--- src/design/hvd_sqrt_cell.sv ---
// One step of the bit-by-bit integer square root, registered outputs.
`timescale 1ns / 1ps

module hvd_sqrt_cell (
    input  logic        i_clk,
    input  logic        i_adv,
    input  logic [63:0] i_bit,
    input  logic [63:0] i_v,
    input  logic [63:0] i_r,
    output logic [63:0] o_v,
    output logic [63:0] o_r
);

    logic [63:0] w_trial;
    logic [63:0] n_v;
    logic [63:0] n_r;
    logic [63:0] r_v;
    logic [63:0] r_r;

    assign w_trial = i_r + i_bit;

    always_comb begin
        if (i_v >= w_trial) begin
            n_v = i_v - w_trial;
            n_r = (i_r >> 1) + i_bit;
        end else begin
            n_v = i_v;
            n_r = i_r >> 1;
        end
    end

    always_ff @(posedge i_clk) begin
        if (i_adv) begin
            r_v <= n_v;
            r_r <= n_r;
        end
    end

    assign o_v = r_v;
    assign o_r = r_r;

endmodule

--- config.mk ---
export PLATFORM = sky130hd
export DESIGN_NAME = hvd_sqrt_cell
export DESIGN_NICKNAME = d
export VERILOG_FILES = /design/src/design/hvd_sqrt_cell.sv
export SDC_FILE = /design/constraint.sdc
export NUM_CORES = 1
export LEC_CHECK = 0
export ABC_AREA = 1
export ABC_CLOCK_PERIOD_IN_PS = 4700
export BUFFER_PORTS_ARGS = -buffer_cell sky130_fd_sc_hd__buf_2
export CELL_PAD_IN_SITES_DETAIL_PLACEMENT = 1
export CELL_PAD_IN_SITES_GLOBAL_PLACEMENT = 1
export CORE_MARGIN = 2
export CORE_UTILIZATION = 40
export DETAILED_ROUTE_END_ITERATION = 6
export HOLD_SLACK_MARGIN = 0.05
export PLACE_DENSITY = 0.86
export SLEW_MARGIN = 5
export SYNTH_ARGS = -nofsm -noshare
export SYNTH_HDL_FRONTEND = slang
export SYNTH_SLANG_ARGS = --single-unit
--- constraint.sdc ---
create_clock -name i_clk -period 4.7 [get_ports i_clk]
set_clock_uncertainty 0.2 [all_clocks]
set_input_delay 0.705 -clock i_clk [delete_from_list [all_inputs] [get_ports i_clk]]
set_output_delay 0.705 -clock i_clk [all_outputs]
set_load 0.02 [all_outputs]
==> flow_summary.toml <==
[global_routing]
first_global_vias = 30936
grt_pass1_wl_mm = 172.3
grt_max_degree = 70
grt_antenna_before_repair = 2
track_usage = 0.3988
gr-total-overflow = 0

[setup_path]
endpoint = "o_v[2]"
slowest_stage = "ha_1"
endpoint_kind = "flip-flop"
critPathMaxFanout = 24
cp.required_ps = 4750
crit_path_start = "i_bit[27]"
critPathMaxStageDelay_ps = 350
critical_path_class = "in -> reg"
critPathLaunchType = "input port"
path_common_cell = "nand2_1"
critPathArrivalTime_ps = 4600

[route]
viasPerCell = 5.306
remaining_drc_errors = 0
routed-via-count = 30071
wire_per_inst_um = 20.82
drt_iter0_markers = 1930
antenna_left = 0
wirelength_mm = 118.0
dr.pass1.iters = 5

[placed_design]
pre_cts_slack_ps = -471.6
portBuffers = 321
place_congestion = 1.029
place_hpwl_mm = 101.6

[synthesis]
syn_nets = 4509
synthFlopType = "edfxtp_1"
synth_cells = 4122
yosysUniqueCellTypes = 40
yosysWarnings = 0
synth-seq-cells = 128
yosysTopAreaCellShare = 0.2765
ys_seq_area_frac = 0.1714
async_reset_ff_frac = 0
netlist_top_cells_area = "nand2_1 (28%), edfxtp_1 (17%), inv_1 (15%)"
synth_top_cell_by_area = "nand2_1"
netlist_area_um2 = 22420
synth_edf_count = 128
yosysMostFrequentCell = "nand2_1"
synth_top_cells_by_count = "nand2_1 (1,652), inv_1 (888), nor2_1 (380)"
avgSynthCellArea_um2 = 5.440

[final_layout]
multi_input_area_um2 = 15050
ff_latch_area_um2 = 3844
drive_gt1_frac = 0.1816
layout.nets = 5291
utilization = 0.5276
fill_cells = 8351
syn_to_final_growth_pct = 30.14

[timing]
slew_headroom = 0.4946
hold_slack_ps = 348.5
period_minus_slack_ps = 4551
setup_viol_count_final = 0
report.final.hold_viol_count = 0
slew_viol_final = 0
max_freq_mhz = 219.7
finalWorstSetupSlack_ps = 149.1
worst_slew_pin_slew_ps = 758.1
fin_crit_sh = 0.9683

[floorplan]
die_height_um = 240.8
start_util = 0.4054
num_rows = 86
die_x_um = 240.8
coreArea_um2 = 55310
die_area_um2 = 57970
ioPinCount = 322

[clocking]
clockRootBuffer = "clkbuf_16"
cts_tree = "done"
ctsLongestPathBuffers = 2
clock-sinks = 128
clkTransAtPathRegs_ps = 70
numCtsBuffers = 17
cts_hold_buf = 0
h-tree-depth = 4

[run_status]
run_status = "complete, no violations"

[power]
power_density_nw_per_um2 = 308.7
peakVddDrop_mv = 0.3482
leakage_nw = 17.19

[min_path]
hold_class = "in -> reg"

[run]
max-cap-violations = 0
[flip-flops by register name, summed over array words and instances, names as in the netlist]
signal and cells:
o_r 64, o_v 64
[power breakdown]
part           switching (mW)  internal [mW]  total, mW  leakage (nW)
sequential             0.0961           1.62       1.71          1.25
combinational            3.79           2.11       5.89          15.7
clock                   0.629          0.774       1.40         0.276
total                    4.51           4.50       9.01          17.2
[how the worst min path moves through the flow]
stage	start	endpoint	slack, ps	cells past startpoint
after global routing	i_v[5]	o_v[5]	350	3
after CTS	i_v[9]	o_v[9]	330	3
after global placement	i_v[0]	o_v[0]	850	3
final	i_v[4]	o_v[4]	350	3
after detailed placement	i_v[9]	o_v[9]	870	3
after floorplan	i_adv	o_r[0]	620	0
[cell usage in the layout, fill, tap and decap left out, types with 4 or more instances in the layout]
master     instances
nand2_1         1644
buf_12            10
clkbuf_16         19
buf_4            464
nand3b_1          23
nor2_1           377
o21ai_1           84
ha_2               4
nand3_2            5
clkinv_1           9
a21oi_1          160
nor2_2            11
nand4_1           88
xnor2_1           29
edfxtp_1         128
ha_1             185
a21oi_2            8
o21ai_0           65
and2_1             7
nor4_1             7
nand3_1          201
nand2_2           12
inv_1            888
o21bai_1          10
xor2_1            65
o21a_1             6
buf_2            320
inv_2              9
nor3_1            37
[layer usage]
| metal | GRT usage | part of all wire | vias up |
|---|---|---|---|
| met1 | 0.4649 | 0.40 | 14282 |
| met2 | 0.6881 | 0.47 | 1159 |
| met4 | 0.2563 | 0.072 | 4 |
| met5 | 0.007576 | 0.00054 | - |
| li1 | - | - | 14245 |
| met3 | 0.05284 | 0.061 | 381 |
[timing repair]
action,CTS,global route
setup buffers,0,1
setup endpoints to repair,0,118
gates resized for setup,0,37
[stage by stage]
stage,area [um2],cells,TNS [ps],power (mW)
finish,29180,5667,0,9.010
global route,29180,5666,-3449,9.526
floorplan,22420,4122,0,4.894
detailed placement,28400,5630,-44130,7.342
global placement,28400,5630,-11750,7.108
CTS,28970,5662,0,8.776
[area by class of cell]
type	count	share of cell area
Multi-Input combinational cell	3054	0.5157
Timing Repair Buffer	799	0.1845
Sequential cell	128	0.1317
Inverter	904	0.1163
Tap cell	748	0.03207
Clock buffer	18	0.01471
Clock inverter	14	0.004845
Antenna cell	2	0.0001715
[kinds of logic (layout without fill, tap and decap cells)]
kind of cell / after synthesis / in the layout / synth area share
other cells: 0 / 2 / 0
xor+xnor: 97 / 97 / 0.03789
simple gates: 2427 / 2427 / 0.4405
fa+ha+maj: 193 / 193 / 0.1087
buf+inv: 940 / 1735 / 0.1637
flops: 128 / 128 / 0.1714
compound gates: 337 / 337 / 0.07789
[worst max-delay path: cells and delay by family]
family                     cells  cell delay (ps)
and+or+nand+nor               14             1760
buffers and inverters          7              990
adders and majority gates      2              650
AOI/OAI and AO/OA              3              460
Note: power is estimated with default switching activity, not from simulation.
