File: src/design/hvd_pkg.sv
// Shared constants, types and elaboration-time tables for the haversine distance pipeline.
`timescale 1ns / 1ps

package hvd_pkg;

    localparam int CORDIC_STAGES = 32;
    localparam int SQRT_STEPS    = 32;
    localparam int SHIFT_W       = $clog2(CORDIC_STAGES);
    localparam int XY_W          = 36;
    localparam int LATENCY       = 2 * CORDIC_STAGES + SQRT_STEPS + 15;

    typedef logic        [SHIFT_W-1:0] t_shift;
    typedef logic signed [XY_W-1:0]    t_xy;
    typedef logic signed [63:0]        t_ang;
    typedef logic signed [36:0]        t_cc;

    localparam logic [63:0] ONE_Q60      = 64'h1000_0000_0000_0000;
    localparam logic [62:0] ONE_Q62      = 63'h4000_0000_0000_0000;
    localparam logic [63:0] HALF_TURN    = 64'd1800000000;
    localparam logic signed [32:0] TURN_UNITS = 33'sd3600000000;
    localparam logic signed [XY_W-1:0] GAIN_Q31 = 36'sd1304065748;
    localparam logic [22:0] RADIUS_RESET = 23'd6378137;
    localparam logic [63:0] ROUND_C38    = 64'h0000_0000_0020_0000;
    localparam logic [63:0] ROUND_Q8     = 64'h0000_0000_2000_0000;
    localparam logic [63:0] OUT_MAX      = 64'h0000_0001_FFFF_FFFF;

    // atan(1/5) in Q60 by its truncated series
    function automatic logic [63:0] f_atan_inv5();
        logic [63:0] t;
        logic [63:0] s;
        logic        done;
        t = ONE_Q60 / 64'd5;
        s = t;
        done = 1'b0;
        for (int k = 1; k < 64; k++) begin
            if (!done) begin
                t = t / 64'd25;
                if (t == 64'd0) begin
                    done = 1'b1;
                end else if (k % 2 == 1) begin
                    s = s - t / 64'(2 * k + 1);
                end else begin
                    s = s + t / 64'(2 * k + 1);
                end
            end
        end
        return s;
    endfunction

    // atan(1/239) in Q60 by its truncated series
    function automatic logic [63:0] f_atan_inv239();
        logic [63:0] t;
        logic [63:0] s;
        logic        done;
        t = ONE_Q60 / 64'd239;
        s = t;
        done = 1'b0;
        for (int k = 1; k < 64; k++) begin
            if (!done) begin
                t = t / 64'd57121;
                if (t == 64'd0) begin
                    done = 1'b1;
                end else if (k % 2 == 1) begin
                    s = s - t / 64'(2 * k + 1);
                end else begin
                    s = s + t / 64'(2 * k + 1);
                end
            end
        end
        return s;
    endfunction

    // atan(2^-i) in Q60, series with power-of-two steps
    function automatic logic [63:0] f_atan_pow2(input int i);
        logic [63:0] t;
        logic [63:0] s;
        logic        done;
        t = ONE_Q60 >> i;
        s = t;
        done = 1'b0;
        for (int k = 1; k < 64; k++) begin
            if (!done) begin
                t = t >> (2 * i);
                if (t == 64'd0) begin
                    done = 1'b1;
                end else if (k % 2 == 1) begin
                    s = s - t / 64'(2 * k + 1);
                end else begin
                    s = s + t / 64'(2 * k + 1);
                end
            end
        end
        return s;
    endfunction

    function automatic logic [63:0] f_atan(input int i);
        logic [63:0] v;
        if (i == 0) begin
            v = 64'd4 * f_atan_inv5() - f_atan_inv239();
        end else if (i < 61) begin
            v = f_atan_pow2(i);
        end else begin
            v = 64'd0;
        end
        return v;
    endfunction

    localparam logic [63:0] PI_Q60      = 64'd4 * f_atan(0);
    localparam logic [63:0] HALF_PI     = PI_Q60 >> 1;
    localparam logic [63:0] TWO_PI      = PI_Q60 << 1;
    localparam logic [63:0] PI_AND_HALF = PI_Q60 + HALF_PI;
    localparam logic [63:0] CONV_HI     = PI_Q60 / HALF_TURN;
    localparam logic [63:0] CONV_REM    = PI_Q60 % HALF_TURN;
    localparam logic [63:0] CONV_LO     = (CONV_REM << 32) / HALF_TURN;

endpackage

File: src/design/hvd_cordic_cell.sv
// One CORDIC micro-rotation cell, rotation or vectoring mode, registered outputs.
`timescale 1ns / 1ps

module hvd_cordic_cell (
    input  logic           i_clk,
    input  logic           i_adv,
    input  logic           i_vec_mode,
    input  hvd_pkg::t_shift i_shift,
    input  hvd_pkg::t_ang  i_atan,
    input  hvd_pkg::t_xy   i_x,
    input  hvd_pkg::t_xy   i_y,
    input  hvd_pkg::t_ang  i_z,
    output hvd_pkg::t_xy   o_x,
    output hvd_pkg::t_xy   o_y,
    output hvd_pkg::t_ang  o_z
);

    hvd_pkg::t_xy  w_xs;
    hvd_pkg::t_xy  w_ys;
    logic          w_pos;
    hvd_pkg::t_xy  n_x;
    hvd_pkg::t_xy  n_y;
    hvd_pkg::t_ang n_z;
    hvd_pkg::t_xy  r_x;
    hvd_pkg::t_xy  r_y;
    hvd_pkg::t_ang r_z;

    assign w_xs  = i_x >>> i_shift;
    assign w_ys  = i_y >>> i_shift;
    // rotation steers by the residual angle, vectoring by the sign of y
    assign w_pos = i_vec_mode ? (i_y <= 0) : (i_z >= 0);

    always_comb begin
        if (w_pos) begin
            n_x = i_x - w_ys;
            n_y = i_y + w_xs;
            n_z = i_z - i_atan;
        end else begin
            n_x = i_x + w_ys;
            n_y = i_y - w_xs;
            n_z = i_z + i_atan;
        end
    end

    always_ff @(posedge i_clk) begin
        if (i_adv) begin
            r_x <= n_x;
            r_y <= n_y;
            r_z <= n_z;
        end
    end

    assign o_x = r_x;
    assign o_y = r_y;
    assign o_z = r_z;

endmodule

File: config.mk
export PLATFORM = sky130hd
export DESIGN_NAME = hvd_cordic_cell
export DESIGN_NICKNAME = d
export VERILOG_FILES = /design/src/design/hvd_pkg.sv /design/src/design/hvd_cordic_cell.sv
export SDC_FILE = /design/constraint.sdc
export NUM_CORES = 1
export LEC_CHECK = 0
export BUFFER_PORTS_ARGS = -buffer_cell sky130_fd_sc_hd__buf_2
export CAP_MARGIN = 5
export CORE_MARGIN = 3
export CORE_UTILIZATION = 30
export CTS_CLUSTER_SIZE = 40
export DETAILED_ROUTE_END_ITERATION = 8
export GPL_TIMING_DRIVEN = 0
export PLACE_DENSITY = 0.55
export SYNTH_ARGS = -nofsm -noshare
export SYNTH_HDL_FRONTEND = slang
export SYNTH_SLANG_ARGS = --single-unit
File: constraint.sdc
create_clock -name i_clk -period 6.5 [get_ports i_clk]
set_clock_uncertainty 0.05 [all_clocks]
set_input_delay 0.975 -clock i_clk [delete_from_list [all_inputs] [get_ports i_clk]]
set_output_delay 0.975 -clock i_clk [all_outputs]
set_load 0.01 [all_outputs]
==> Flow_metrics.wiki, run 1 <==
{| class="wikitable"
! Metric !! Value
|-
| Status || completed
|-
| Core ar. || 63540 sq um
|-
| Cell with the largest stage delay on the worst path || mux4_2
|-
| Height of the die || 260.5 um
|-
| Fraction of layout instances using a drive strength above 1 || 30.38%
|-
| Count of TritonRoute iterations in the first routing pass || 6
|-
| Setup TNS Final || 0 ns
|-
| Internal power || 3.229 mW
|-
| Worst Setup End Kind || flop
|-
| Per-cell routed wire length || 27.21 um
|-
| DRT iter0 DRCs || 1851
|-
| Final period utilization || 99.29%
|-
| Area occupied by multi-input gates || 15180 sq um
|-
| Residual DRC count || 0
|-
| Critical path class || input port to flop
|-
| Clock buffers created by TritonCTS || 17
|-
| Starting density of the core || 30.59%
|-
| Chip Width || 260.5 um
|-
| Global placer's final weighted congestion || 1.041
|-
| Top cells by instance count after synthesis || a21oi_1 (197), nor2_1 (169), nand2_1 (156)
|-
| Final setup fails || 0
|-
| Synthesized cell area || 19430 sq um
|-
| Number of placed I/O pins || 344
|-
| Switching Power || 2.420 mW
|-
| Data required time of the critical path || 6.69 ns
|-
| Worst hold-check path type || input port to flop
|-
| Maximum achievable frequency || 154.9 MHz
|-
| Areal power density over the cells || 232.1 nW/um^2
|-
| Highest cell delay on the worst timing path || 0.52 ns
|-
| Number of maximum-capacitance violations || 0
|-
| Wirelength, routed || 93200 um
|-
| Clock network fraction of total power || 17.8%
|-
| Worst voltage drop across the vdd grid || 0.1865 mV
|-
| Via count of the first global-routing pass || 19830
|-
| Area used by sequential logic in the layout || 4084 sq um
|-
| Maximum fanout along the worst path || 10
|-
| Post-synth net total || 2486
|-
| Distinct cell type count after synthesis || 105
|-
| Worst rel slew slack || 27.71%
|-
| TritonCTS Sinks || 136
|-
| Count of H-tree levels built during CTS || 4
|-
| Largest net degree at the start of global routing || 80
|-
| Number of antenna violations at the first check in global routing || 10
|-
| Origin of the worst min-delay path || i_z[1]
|-
| Antenna Nets Post-Route || 0
|-
| Number of nets in the final layout || 2906
|-
| Leading cell types by total area after synthesis || edfxtp_1 (21%), mux4_2 (10%), ha_1 (8.8%), xnor2_1 (6.8%), a21oi_1 (5.1%)
|-
| Clock root buffer || clkbuf_16
|-
| Transition time at the pin with the least slew margin || 1.071 ns
|-
| Global-route wire length before repair || 131000 um
|-
| Comb pwr share || 57.4%
|-
| Average cell area after synthesis || 9.090 sq um
|-
| Sort of element at the start of the critical path || input port
|-
| Leakage power total || 9.969 nW
|-
| CTS Buffer Depth || 2
|-
| Count of buffers inserted at the top-level ports || 341
|-
| Clock transition at the registers of the reported paths || 0.07 ns
|-
| Via-per-instance ratio || 5.955
|-
| Count of mapped cells out of synthesis || 2138
|-
| Post-cts hold buffer count || 0
|-
| Number of slew-limit violations in the final report || 0
|-
| Crit path DAT || 6.64 ns
|-
| Full die area || 67870 sq um
|-
| Top cell type by total area after synthesis || edfxtp_1
|-
| Number of flops mapped to enable cells by yosys || 136
|-
| Detailed placer's ending HPWL || 73660 um
|-
| Area share of the leading cell type in the synthesized netlist || 21.01%
|-
| Sequential element share of the synthesized area || 21.01%
|-
| Sw Ratio || 42.84%
|-
| Via count of the routed design || 20400
|-
| Most used flip-flop cell after synthesis || edfxtp_1
|-
| Syn. warnings || 0
|-
| Total congestion overflow after global routing || 0
|-
| Final Hold Fails || 0
|-
| Sequential power share || 24.8%
|-
| Share of synthesized flip-flops with an asynchronous set or reset || 0%
|-
| Standard-cell rows || 92
|-
| TritonCTS clock tree || done
|-
| Flops & latches, synth || 136
|-
| Final Total Pwr || 5.649 mW
|-
| Combined global-route utilization of all metal layers || 26.25%
|-
| Fill cell total of the finished layout || 6470
|-
| Worst min-delay path endpoint || o_z[1]
|-
| Worst hold path cell count || 2
|-
| Library cell with the highest instance count after synthesis || a21oi_1
|-
| Tmin final || 6.454 ns
|-
| Area grow syn2layout || 25.25%
|}
## registers in the layout, indices dropped and copies added (netlist names)
name and count:
o_x 36, o_y 36, o_z 64
## routing by layer
layer,GRT usage [%],vias up,share of wire [%]
met5,0,-,0.032
met4,13.21,6,5.1
met3,5.599,226,8.1
met2,43.16,1106,47
met1,32.48,10010,40
li1,-,9054,-
## stage by stage
step	setup slack (ns)	cell area [sq um]	hold WS (ns)	std cells	utilization, %
2_1_floorplan	0.001548	19450	1.038	2138	-
3_3_place_gp	-3.114	22220	1.322	3325	34.97
3_5_place_dp	-3.082	22280	1.322	3327	35.06
4_1_cts	0.005961	23380	0.7707	3368	36.79
5_1_grt	-0.1312	24340	0.8248	3423	38.30
6_report	0.04584	24340	0.8260	3425	38.31
## logic make-up after synthesis
| logic type | after synthesis | share of synthesized area (%) |
|---|---|---|
| adder cells (fa/ha/maj) | 140 | 9.129 |
| multiplexers | 196 | 16.64 |
| flip-flops | 136 | 21.01 |
| XOR/XNOR | 252 | 11.36 |
| buffers and inverters | 165 | 4.217 |
| AND/OR/NAND/NOR | 592 | 15.25 |
| AO/OA/AOI/OAI | 657 | 22.40 |
## power groups by stage
stage | clock network [mW] | registers, mW | logic, mW
2_1_floorplan | 0 | 1.56 | 1.84
3_3_place_gp | 0 | 1.42 | 3.00
3_5_place_dp | 0 | 1.42 | 3.01
4_1_cts | 1.05 | 1.41 | 3.10
5_1_grt | 1.07 | 1.42 | 3.49
6_report | 1.01 | 1.40 | 3.24
## layout by cell type, fill, tap and decap left out, types with 20 or more instances in the layout
cell | synthesis | routed
buf_2 | 22 | 345
a21o_1 | 78 | 78
buf_4 | 10 | 70
edfxtp_1 | 136 | 136
inv_1 | 55 | 55
o21bai_1 | 21 | 21
clkbuf_1 | 50 | 26
nand2_1 | 156 | 153
nand3_1 | 41 | 41
mux2_2 | 39 | 40
nand4_1 | 21 | 21
nor3_1 | 40 | 34
nand2b_1 | 21 | 21
a21oi_1 | 197 | 189
o21a_1 | 28 | 28
nor2b_1 | 32 | 32
ha_1 | 137 | 132
mux4_2 | 86 | 86
a31oi_1 | 28 | 24
xor2_1 | 101 | 101
nor2_1 | 169 | 165
mux2i_1 | 52 | 41
clkbuf_16 | 0 | 20
xnor2_1 | 151 | 150
o211ai_1 | 23 | 23
o21ai_0 | 108 | 95
## worst max-delay path by stage
stage	slack [ns]	to	cells past startpoint	startpoint
after global placement	-3.11	o_z[63]	21	i_y[35]
final	0.05	o_y[34]	25	i_shift[1]
after floorplan	0.002	o_y[34]	23	i_shift[1]
after detailed placement	-3.08	o_z[63]	21	i_y[35]
after CTS	0.006	o_z[63]	22	i_atan[13]
after global routing	-0.13	o_y[34]	24	i_shift[0]
## cell type report
type | instances | area share, %
multi-input combinational | 1837 | 62.37
sequential | 136 | 16.78
timing repair buffer | 405 | 9.504
tap | 846 | 4.349
buffer | 103 | 3.701
clock buffer | 19 | 1.778
inverter | 58 | 0.8995
clock inverter | 13 | 0.5346
antenna | 8 | 0.08224
## repair_timing
item                       in CTS  in global routing
setup endpoints to repair     102                 22
buffers inserted               12                 47
pin swaps                      10                 31
cloned                          0                  3
resized for setup             136                134
## worst max-delay path, delay by kind of cell
kind | cells | cell delay [ns]
AO/OA/AOI/OAI | 11 | 2.50
AND/OR/NAND/NOR | 4 | 0.72
XOR/XNOR | 2 | 0.53
adder cells (fa/ha/maj) | 1 | 0.35
multiplexers | 2 | 0.84
buffers and inverters | 5 | 0.69
(Power assumes the default switching activity.)
==> inputs of run 2 (changes only) <==
--- a/config.mk
+++ b/config.mk
@@ -12,7 +12,8 @@
 export CTS_CLUSTER_SIZE = 40
 export DETAILED_ROUTE_END_ITERATION = 8
 export GPL_TIMING_DRIVEN = 0
-export PLACE_DENSITY = 0.55
+export MAX_ROUTING_LAYER = met4
+export PLACE_DENSITY = 0.53
 export SYNTH_ARGS = -nofsm -noshare
 export SYNTH_HDL_FRONTEND = slang
 export SYNTH_SLANG_ARGS = --single-unit
==> constraint.sdc (replaced) <==
create_clock -name i_clk -period 6.55 [get_ports i_clk]
set_clock_uncertainty 0.05 [all_clocks]
set_input_delay 0.9825 -clock i_clk [delete_from_list [all_inputs] [get_ports i_clk]]
set_output_delay 0.9825 -clock i_clk [all_outputs]
set_load 0.01 [all_outputs]
==> Flow_metrics.wiki, run 2 (synthesis results as in run 1) <==
{| class="wikitable"
! Metric !! Value
|-
| Status || completed
|-
| Clock transition at the registers of the reported paths || 0.07 ns (about the same)
|-
| Chip Width || 260.5 um (unchanged)
|-
| Worst hold-check path type || input port to flop
|-
| Largest net degree at the start of global routing || 80 (unchanged)
|-
| Leading cell type in the layout, fill and taps excluded || buf_2
|-
| TritonCTS Sinks || 136 (unchanged)
|-
| Placement-stage worst setup slack || -2.845 ns (+0.2373 ns)
|-
| Clock buffers created by TritonCTS || 17 (unchanged)
|-
| Non-Filler Cell Area, Final || 24360 sq um (about the same)
|-
| Commonest cells after routing, fill and taps aside || buf_2 (345), a21oi_1 (187), nor2_1 (167)
|-
| Count of TritonRoute iterations in the first routing pass || 5 (-1)
|-
| Number of antenna violations at the first check in global routing || 7 (-3)
|-
| Antenna Nets Post-Route || 0 (unchanged)
|-
| Count of buffers inserted at the top-level ports || 341 (unchanged)
|-
| Leakage power total || 10.01 nW (+0.39%)
|-
| Crit path DAT || 6.59 ns (-0.05 ns)
|-
| Combined global-route utilization of all metal layers || 28.03% (+1.8 points)
|-
| Global placer's final weighted congestion || 0.9953 (-4.4%)
|-
| Post-cts hold buffer count || 0 (unchanged)
|-
| Cell count after placement || 3327 (unchanged)
|-
| TritonCTS clock tree || done
|-
| Worst path setup slack after routing || 0.1401 ns (+0.09425 ns)
|-
| Core ar. || 63540 sq um (unchanged)
|-
| Worst rel slew slack || 27.46% (-0.25 points)
|-
| Areal power density over the cells || 233.8 nW/um^2 (+0.75%)
|-
| Per-cell routed wire length || 28.25 um (+3.8%)
|-
| Starting density of the core || 30.59% (unchanged)
|-
| Core occupancy in the finished layout || 38.33% (about the same)
|-
| Standard-cell rows || 92 (unchanged)
|-
| CTS Buffer Depth || 2 (unchanged)
|-
| Flip-flop count of the largest register after layout || 64 (unchanged)
|-
| Data required time of the critical path || 6.73 ns (+0.04 ns)
|-
| Setup TNS Final || 0 ns (unchanged)
|-
| Post-layout instance count excluding filler cells || 3421 (-0.12%)
|-
| Number of maximum-capacitance violations || 0 (unchanged)
|-
| Via-per-instance ratio || 5.944 (-0.20%)
|-
| Total congestion overflow after global routing || 0 (unchanged)
|-
| Wirelength, routed || 96650 um (+3.7%)
|-
| Number of placed I/O pins || 344 (unchanged)
|-
| Clock root buffer || clkbuf_16
|-
| Tmin final || 6.410 ns
|-
| Fraction of layout instances using a drive strength above 1 || 30.23% (-0.15 points)
|-
| Sort of element at the start of the critical path || input port
|-
| Number of slew-limit violations in the final report || 0 (unchanged)
|-
| Unrepaired setup endpoints after global routing || yes
|-
| Placed cell areas || 22270 sq um (about the same)
|-
| Residual DRC count || 0 (unchanged)
|-
| Maximum fanout along the worst path || 10 (unchanged)
|-
| Final period utilization || 97.86%
|-
| Worst voltage drop across the vdd grid || 0.1843 mV (-1.2%)
|-
| Number of nets in the final layout || 2902 (-0.14%)
|-
| Full die area || 67870 sq um (unchanged)
|-
| Transition time at the pin with the least slew margin || 1.088 ns (+0.01734 ns)
|-
| Final Hold Fails || 0 (unchanged)
|-
| Height of the die || 260.5 um (unchanged)
|-
| Worst Setup End Kind || flop
|-
| Maximum achievable frequency || 156.0 MHz
|-
| Detailed placer's ending HPWL || 76280 um (+3.6%)
|-
| Global-route wire length before repair || 135000 um (+3.1%)
|-
| Area grow syn2layout || 25.32% (about the same)
|-
| Via count of the first global-routing pass || 19690 (-0.67%)
|-
| Final setup fails || 0 (unchanged)
|-
| DRT iter0 DRCs || 1984 (+7.2%)
|-
| Count of H-tree levels built during CTS || 4 (unchanged)
|-
| Via count of the routed design || 20330 (-0.31%)
|-
| Critical path class || input port to flop
|}
[run 2: where the power goes]
group / total [mW] / internal [mW] / switching, mW
logic: 3.25 / 1.32 / 1.92
clock network: 1.06 / 0.634 / 0.424
registers: 1.39 / 1.32 / 0.0653
total: 5.69 / 3.28 / 2.41
[run 2: through the flow]
stage / power [mW] / hold WS, ns
CTS: 5.596 / 0.8199
global placement: 4.421 / 1.346
global route: 6.031 / 0.8563
detailed placement: 4.422 / 1.344
finish: 5.695 / 0.8754
floorplan: 3.367 / 1.045
[run 2: worst max-delay path, stage by stage]
cell	delay, ns
buf_2	0.12
buf_4	0.22
buf_6	0.22
buf_6	0.22
buf_4	0.27
buf_6	0.24
clkbuf_8	0.27
nand3_1	0.15
o211ai_1	0.11
buf_4	0.18
inv_1	0.07
ha_4	0.17
nand3_2	0.08
inv_2	0.05
a21oi_1	0.23
xor2_1	0.28
ha_1	0.34
a21oi_2	0.20
o21ai_2	0.08
or3b_2	0.44
o21a_1	0.24
a211o_1	0.28
a21oi_2	0.19
o22ai_4	0.10
a221o_1	0.32
o41a_1	0.33
xor2_1	0.16
[run 2: layout make-up]
cell class	instances	area [sq um]
Clock inverter	12	173.9
Timing Repair Buffer	399	2253
Multi-Input combinational cell	1837	15190
Antenna cell	8	20.02
Buffer	105	918.4
Inverter	58	219.0
Sequential cell	136	4084
Fill cell	6523	39190
Tap cell	846	1059
Clock buffer	20	436.7
[run 2: what timing repair did]
| item | 4_1_cts | 5_1_grt |
|---|---|---|
| endpoints found under the setup margin | 94 | 25 |
| buffers inserted | 14 | 39 |
| gates resized for setup | 142 | 139 |
| pin swaps | 10 | 21 |
| gates cloned | 0 | 3 |
[run 2: metal layers]
layer	up-vias	wire (um)	track usage, %
met3	228	7730	5.434
met1	9994	39560	34.69
met5	-	0	-
met4	0	4549	11.92
li1	9045	-	-
met2	1066	44810	44.69
[run 2: final timing paths]
path	slack, ns	start	endpoint	depth (start not counted)
max	0.14	i_shift[2]	o_y[34]	27
min	0.88	i_z[1]	o_z[1]	2
==> inputs of run 3 (changes only) <==
--- a/config.mk
+++ b/config.mk
@@ -5,10 +5,12 @@
 export SDC_FILE = /design/constraint.sdc
 export NUM_CORES = 1
 export LEC_CHECK = 0
+export ABC_AREA = 1
 export BUFFER_PORTS_ARGS = -buffer_cell sky130_fd_sc_hd__buf_2
 export CAP_MARGIN = 5
 export CORE_MARGIN = 3
 export CORE_UTILIZATION = 30
+export CTS_CLUSTER_DIAMETER = 40
 export CTS_CLUSTER_SIZE = 40
 export DETAILED_ROUTE_END_ITERATION = 8
 export GPL_TIMING_DRIVEN = 0
==> Flow_metrics.wiki, run 3 <==
{| class="wikitable"
! Metric !! Value
|-
| Final Hold Fails || 0 (unchanged)
|-
| Flops & latches, synth || 136 (unchanged)
|-
| Maximum achievable frequency || 158.9 MHz (+1.8%)
|-
| Fraction of layout instances using a drive strength above 1 || 12.84% (-17 points)
|-
| Clock transition at the registers of the reported paths || 0.06 ns (about the same)
|-
| Core ar. || 65050 sq um (+2.4%)
|-
| Placement-stage worst setup slack || -1.238 ns (+1.607 ns)
|-
| Count of H-tree levels built during CTS || 4 (unchanged)
|-
| Area share of the leading cell type in the synthesized netlist || 20.51% (-0.50 points)
|-
| Combined global-route utilization of all metal layers || 28.42% (+0.39 points)
|-
| Total congestion overflow after global routing || 0 (unchanged)
|-
| DRT iter0 DRCs || 2665 (+34%)
|-
| Maximum fanout along the worst path || 10 (unchanged)
|-
| Detailed placer's ending HPWL || 83120 um (+9.0%)
|-
| Largest net degree at the start of global routing || 76 (-5.0%)
|-
| Global placer's final weighted congestion || 1.049 (+5.4%)
|-
| Number of placed I/O pins || 344 (unchanged)
|-
| Smallest hold slack || 0.8181 ns (-0.05724 ns)
|-
| Data required time of the critical path || 6.74 ns (about the same)
|-
| Leakage power total || 10.85 nW (+8.4%)
|-
| Worst path setup slack after routing || 0.2559 ns (+0.1158 ns)
|-
| Post-CTS Setup Bufs || 0 (-14)
|-
| Number of nets in the final layout || 3902 (+34%)
|-
| Chip Width || 263.6 um (+1.2%)
|-
| Tmin final || 6.294 ns (-0.1158 ns)
|-
| Count of mapped cells out of synthesis || 3198 (+50%)
|-
| Per-cell routed wire length || 22.41 um (-21%)
|-
| Most used flip-flop cell after synthesis || edfxtp_1
|-
| Average cell area after synthesis || 6.226 sq um (-32%)
|-
| Sort of element at the start of the critical path || input port
|-
| Final setup fails || 0 (unchanged)
|-
| Leading cell types by total area after synthesis || edfxtp_1 (21%), nand2_1 (16%), nand3_1 (13%), ha_1 (8.6%), xor2_1 (7.2%)
|-
| Height of the die || 263.6 um (+1.2%)
|-
| Final period utilization || 96.09% (-1.8 points)
|-
| Unrepaired setup endpoints after global routing || no
|-
| Starting density of the core || 30.61% (about the same)
|-
| Clock root buffer || clkbuf_16
|-
| Standard-cell rows || 93 (+1.1%)
|-
| Sequential element share of the synthesized area || 20.51% (-0.50 points)
|-
| Post-layout instance count excluding filler cells || 4436 (+30%)
|-
| Synthesized cell area || 19910 sq um (+2.4%)
|-
| TritonCTS clock tree || done
|-
| Syn. warnings || 0 (unchanged)
|-
| Routing usage on met3 || 4.252% (-1.2 points)
|-
| Status || completed
|-
| Share of synthesized flip-flops with an asynchronous set or reset || 0% (unchanged)
|-
| Area grow syn2layout || 17.00%
|-
| Crit path DAT || 6.49 ns (-0.10 ns)
|-
| Flip-flop count of the largest register after layout || 64 (unchanged)
|-
| Transition time at the pin with the least slew margin || 1.151 ns (+0.06251 ns)
|-
| Top cells by instance count after synthesis || nand2_1 (850), nand3_1 (514), nor2_1 (342)
|-
| Cell count after placement || 4390 (+32%)
|-
| Library cell with the highest instance count after synthesis || nand2_1
|-
| Via count of the routed design || 24090 (+18%)
|-
| Worst hold-check path type || input port to flop
|-
| Distinct cell type count after synthesis || 49 (-53%)
|-
| M1 GR Usage || 37.21% (+2.5 points)
|-
| Clock buffers created by TritonCTS || 17 (unchanged)
|-
| TritonCTS Sinks || 136 (unchanged)
|-
| Areal power density over the cells || 228.0 nW/um^2 (-2.5%)
|-
| Post-synth net total || 3546 (+43%)
|-
| Via count of the first global-routing pass || 22660 (+15%)
|-
| Count of buffers inserted at the top-level ports || 336 (-1.5%)
|-
| Residual DRC count || 0 (unchanged)
|-
| Commonest cells after routing, fill and taps aside || nand2_1 (850), nand3_1 (514), buf_2 (366)
|-
| Fill cell total of the finished layout || 7315 (+12%)
|-
| Worst voltage drop across the vdd grid || 0.1930 mV (+4.7%)
|-
| Leading cell type in the layout, fill and taps excluded || nand2_1
|-
| Worst rel slew slack || 23.29% (-4.2 points)
|-
| Number of slew-limit violations in the final report || 0 (unchanged)
|-
| Number of maximum-capacitance violations || 0 (unchanged)
|-
| CTS Buffer Depth || 2 (unchanged)
|-
| Full die area || 69500 sq um (+2.4%)
|-
| Worst hold path cell count || 2 (unchanged)
|-
| Via-per-instance ratio || 5.430 (-8.6%)
|-
| Global-route wire length before repair || 144000 um (+6.7%)
|-
| Wirelength, routed || 99430 um (+2.9%)
|-
| Antenna Nets Post-Route || 0 (unchanged)
|-
| Busiest layer in global routing || met2
|-
| Top cell type by total area after synthesis || edfxtp_1
|-
| Met2 demand-to-capacity share in global routing || 43.28% (-1.4 points)
|-
| Count of TritonRoute iterations in the first routing pass || 7 (+2)
|-
| Worst Setup End Kind || flop
|-
| Number of antenna violations at the first check in global routing || 13 (+6)
|-
| Critical path class || input port to flop
|-
| Number of flops mapped to enable cells by yosys || 136 (unchanged)
|}
==> run 3: cell count changes in the layout (fill, tap and decap cells not counted), moves of 67 or more <==
cell	previous run	this run
nor2_1	167	342
inv_1	54	294
mux4_2	86	0
xnor2_1	150	74
nand2_1	152	850
buf_4	71	4
nand3_1	41	514
==> run 3: critical path, cell delays in order <==
cell and delay (ns):
buf_2 0.15, nor4_1 0.42, nand2_1 0.11, nor4_2 0.46, nand3_1 0.30, nand3_1 0.15, nand2_1 0.08, inv_1 0.09
clkdlybuf4s15_1 0.85, a31oi_1 0.11, xor2_1 0.21, ha_1 0.38, nand2_1 0.13, nor2_1 0.29, nand2_1 0.12, nor4_1 0.67
nand3_1 0.17, nand3_1 0.25, nand2_1 0.08, o211ai_1 0.19, a21oi_1 0.14, xnor2_1 0.14
==> run 3: metal layers <==
metal | wire [um] | part of all wire [%] | up-vias
met3 | 7864 | 7.9 | 223
met1 | 43430 | 44 | 11090
met2 | 43460 | 44 | 1237
li1 | - | - | 11540
met4 | 4681 | 4.7 | 0
met5 | 0 | 0 | -
==> run 3: cells by family (layout without fill, tap and decap cells) <==
family                     Yosys count  after routing  share of synthesized area [%]
xor gates and xnor gates           237            237                          10.43
and+or+nand+nor                   1849           1849                          39.88
DFF                                136            136                          20.51
buffers and inverters              396            765                          8.056
AOI/OAI and AO/OA                  440            440                          12.22
adders and majority gates          140            140                          8.911
other                                0             14                              0
==> run 3: final cells by class <==
class                   instances  area (sq um)  share of cell area, %
well taps                     855          1070                  4.592
inverters                     303          1141                  4.898
clock buffers                  17         425.4                  1.826
flip-flops and latches        136          4084                  17.53
multi-input cells            2666         14240                  61.11
diodes                         14         35.03                 0.1504
plain buffers                  93         471.7                  2.025
clock inverters                15         116.4                 0.4995
repair buffers                337          1715                  7.364
==> run 3: where the power goes <==
group          switching, mW  total, mW  internal, mW
combinational           1.97       2.96         0.986
clock                  0.492      0.980         0.489
sequential            0.0575       1.37          1.31
total                   2.52       5.31          2.79
==> run 3: what timing repair did <==
action | in CTS | in global routing
setup endpoints to repair | 59 | 21
gates resized for setup | 2 | 8
hold buffers | 0 | 0
==> run 3: worst paths after layout <==
check / startpoint / end / slack, ns
worst min-delay path: i_z[1] / o_z[1] / 0.82
worst max-delay path: i_y[9] / o_z[58] / 0.26
==> run 3: through the flow <==
stage | instance area, sq um | TNS (ns) | total power, mW | util (%)
2_1_floorplan | 19910 | 0 | 3.236 | -
3_3_place_gp | 22660 | -64.72 | 4.319 | 34.84
3_5_place_dp | 22700 | -62.61 | 4.298 | 34.89
4_1_cts | 23240 | 0 | 5.308 | 35.74
5_1_grt | 23290 | 0 | 5.678 | 35.81
6_report | 23290 | 0 | 5.311 | 35.81
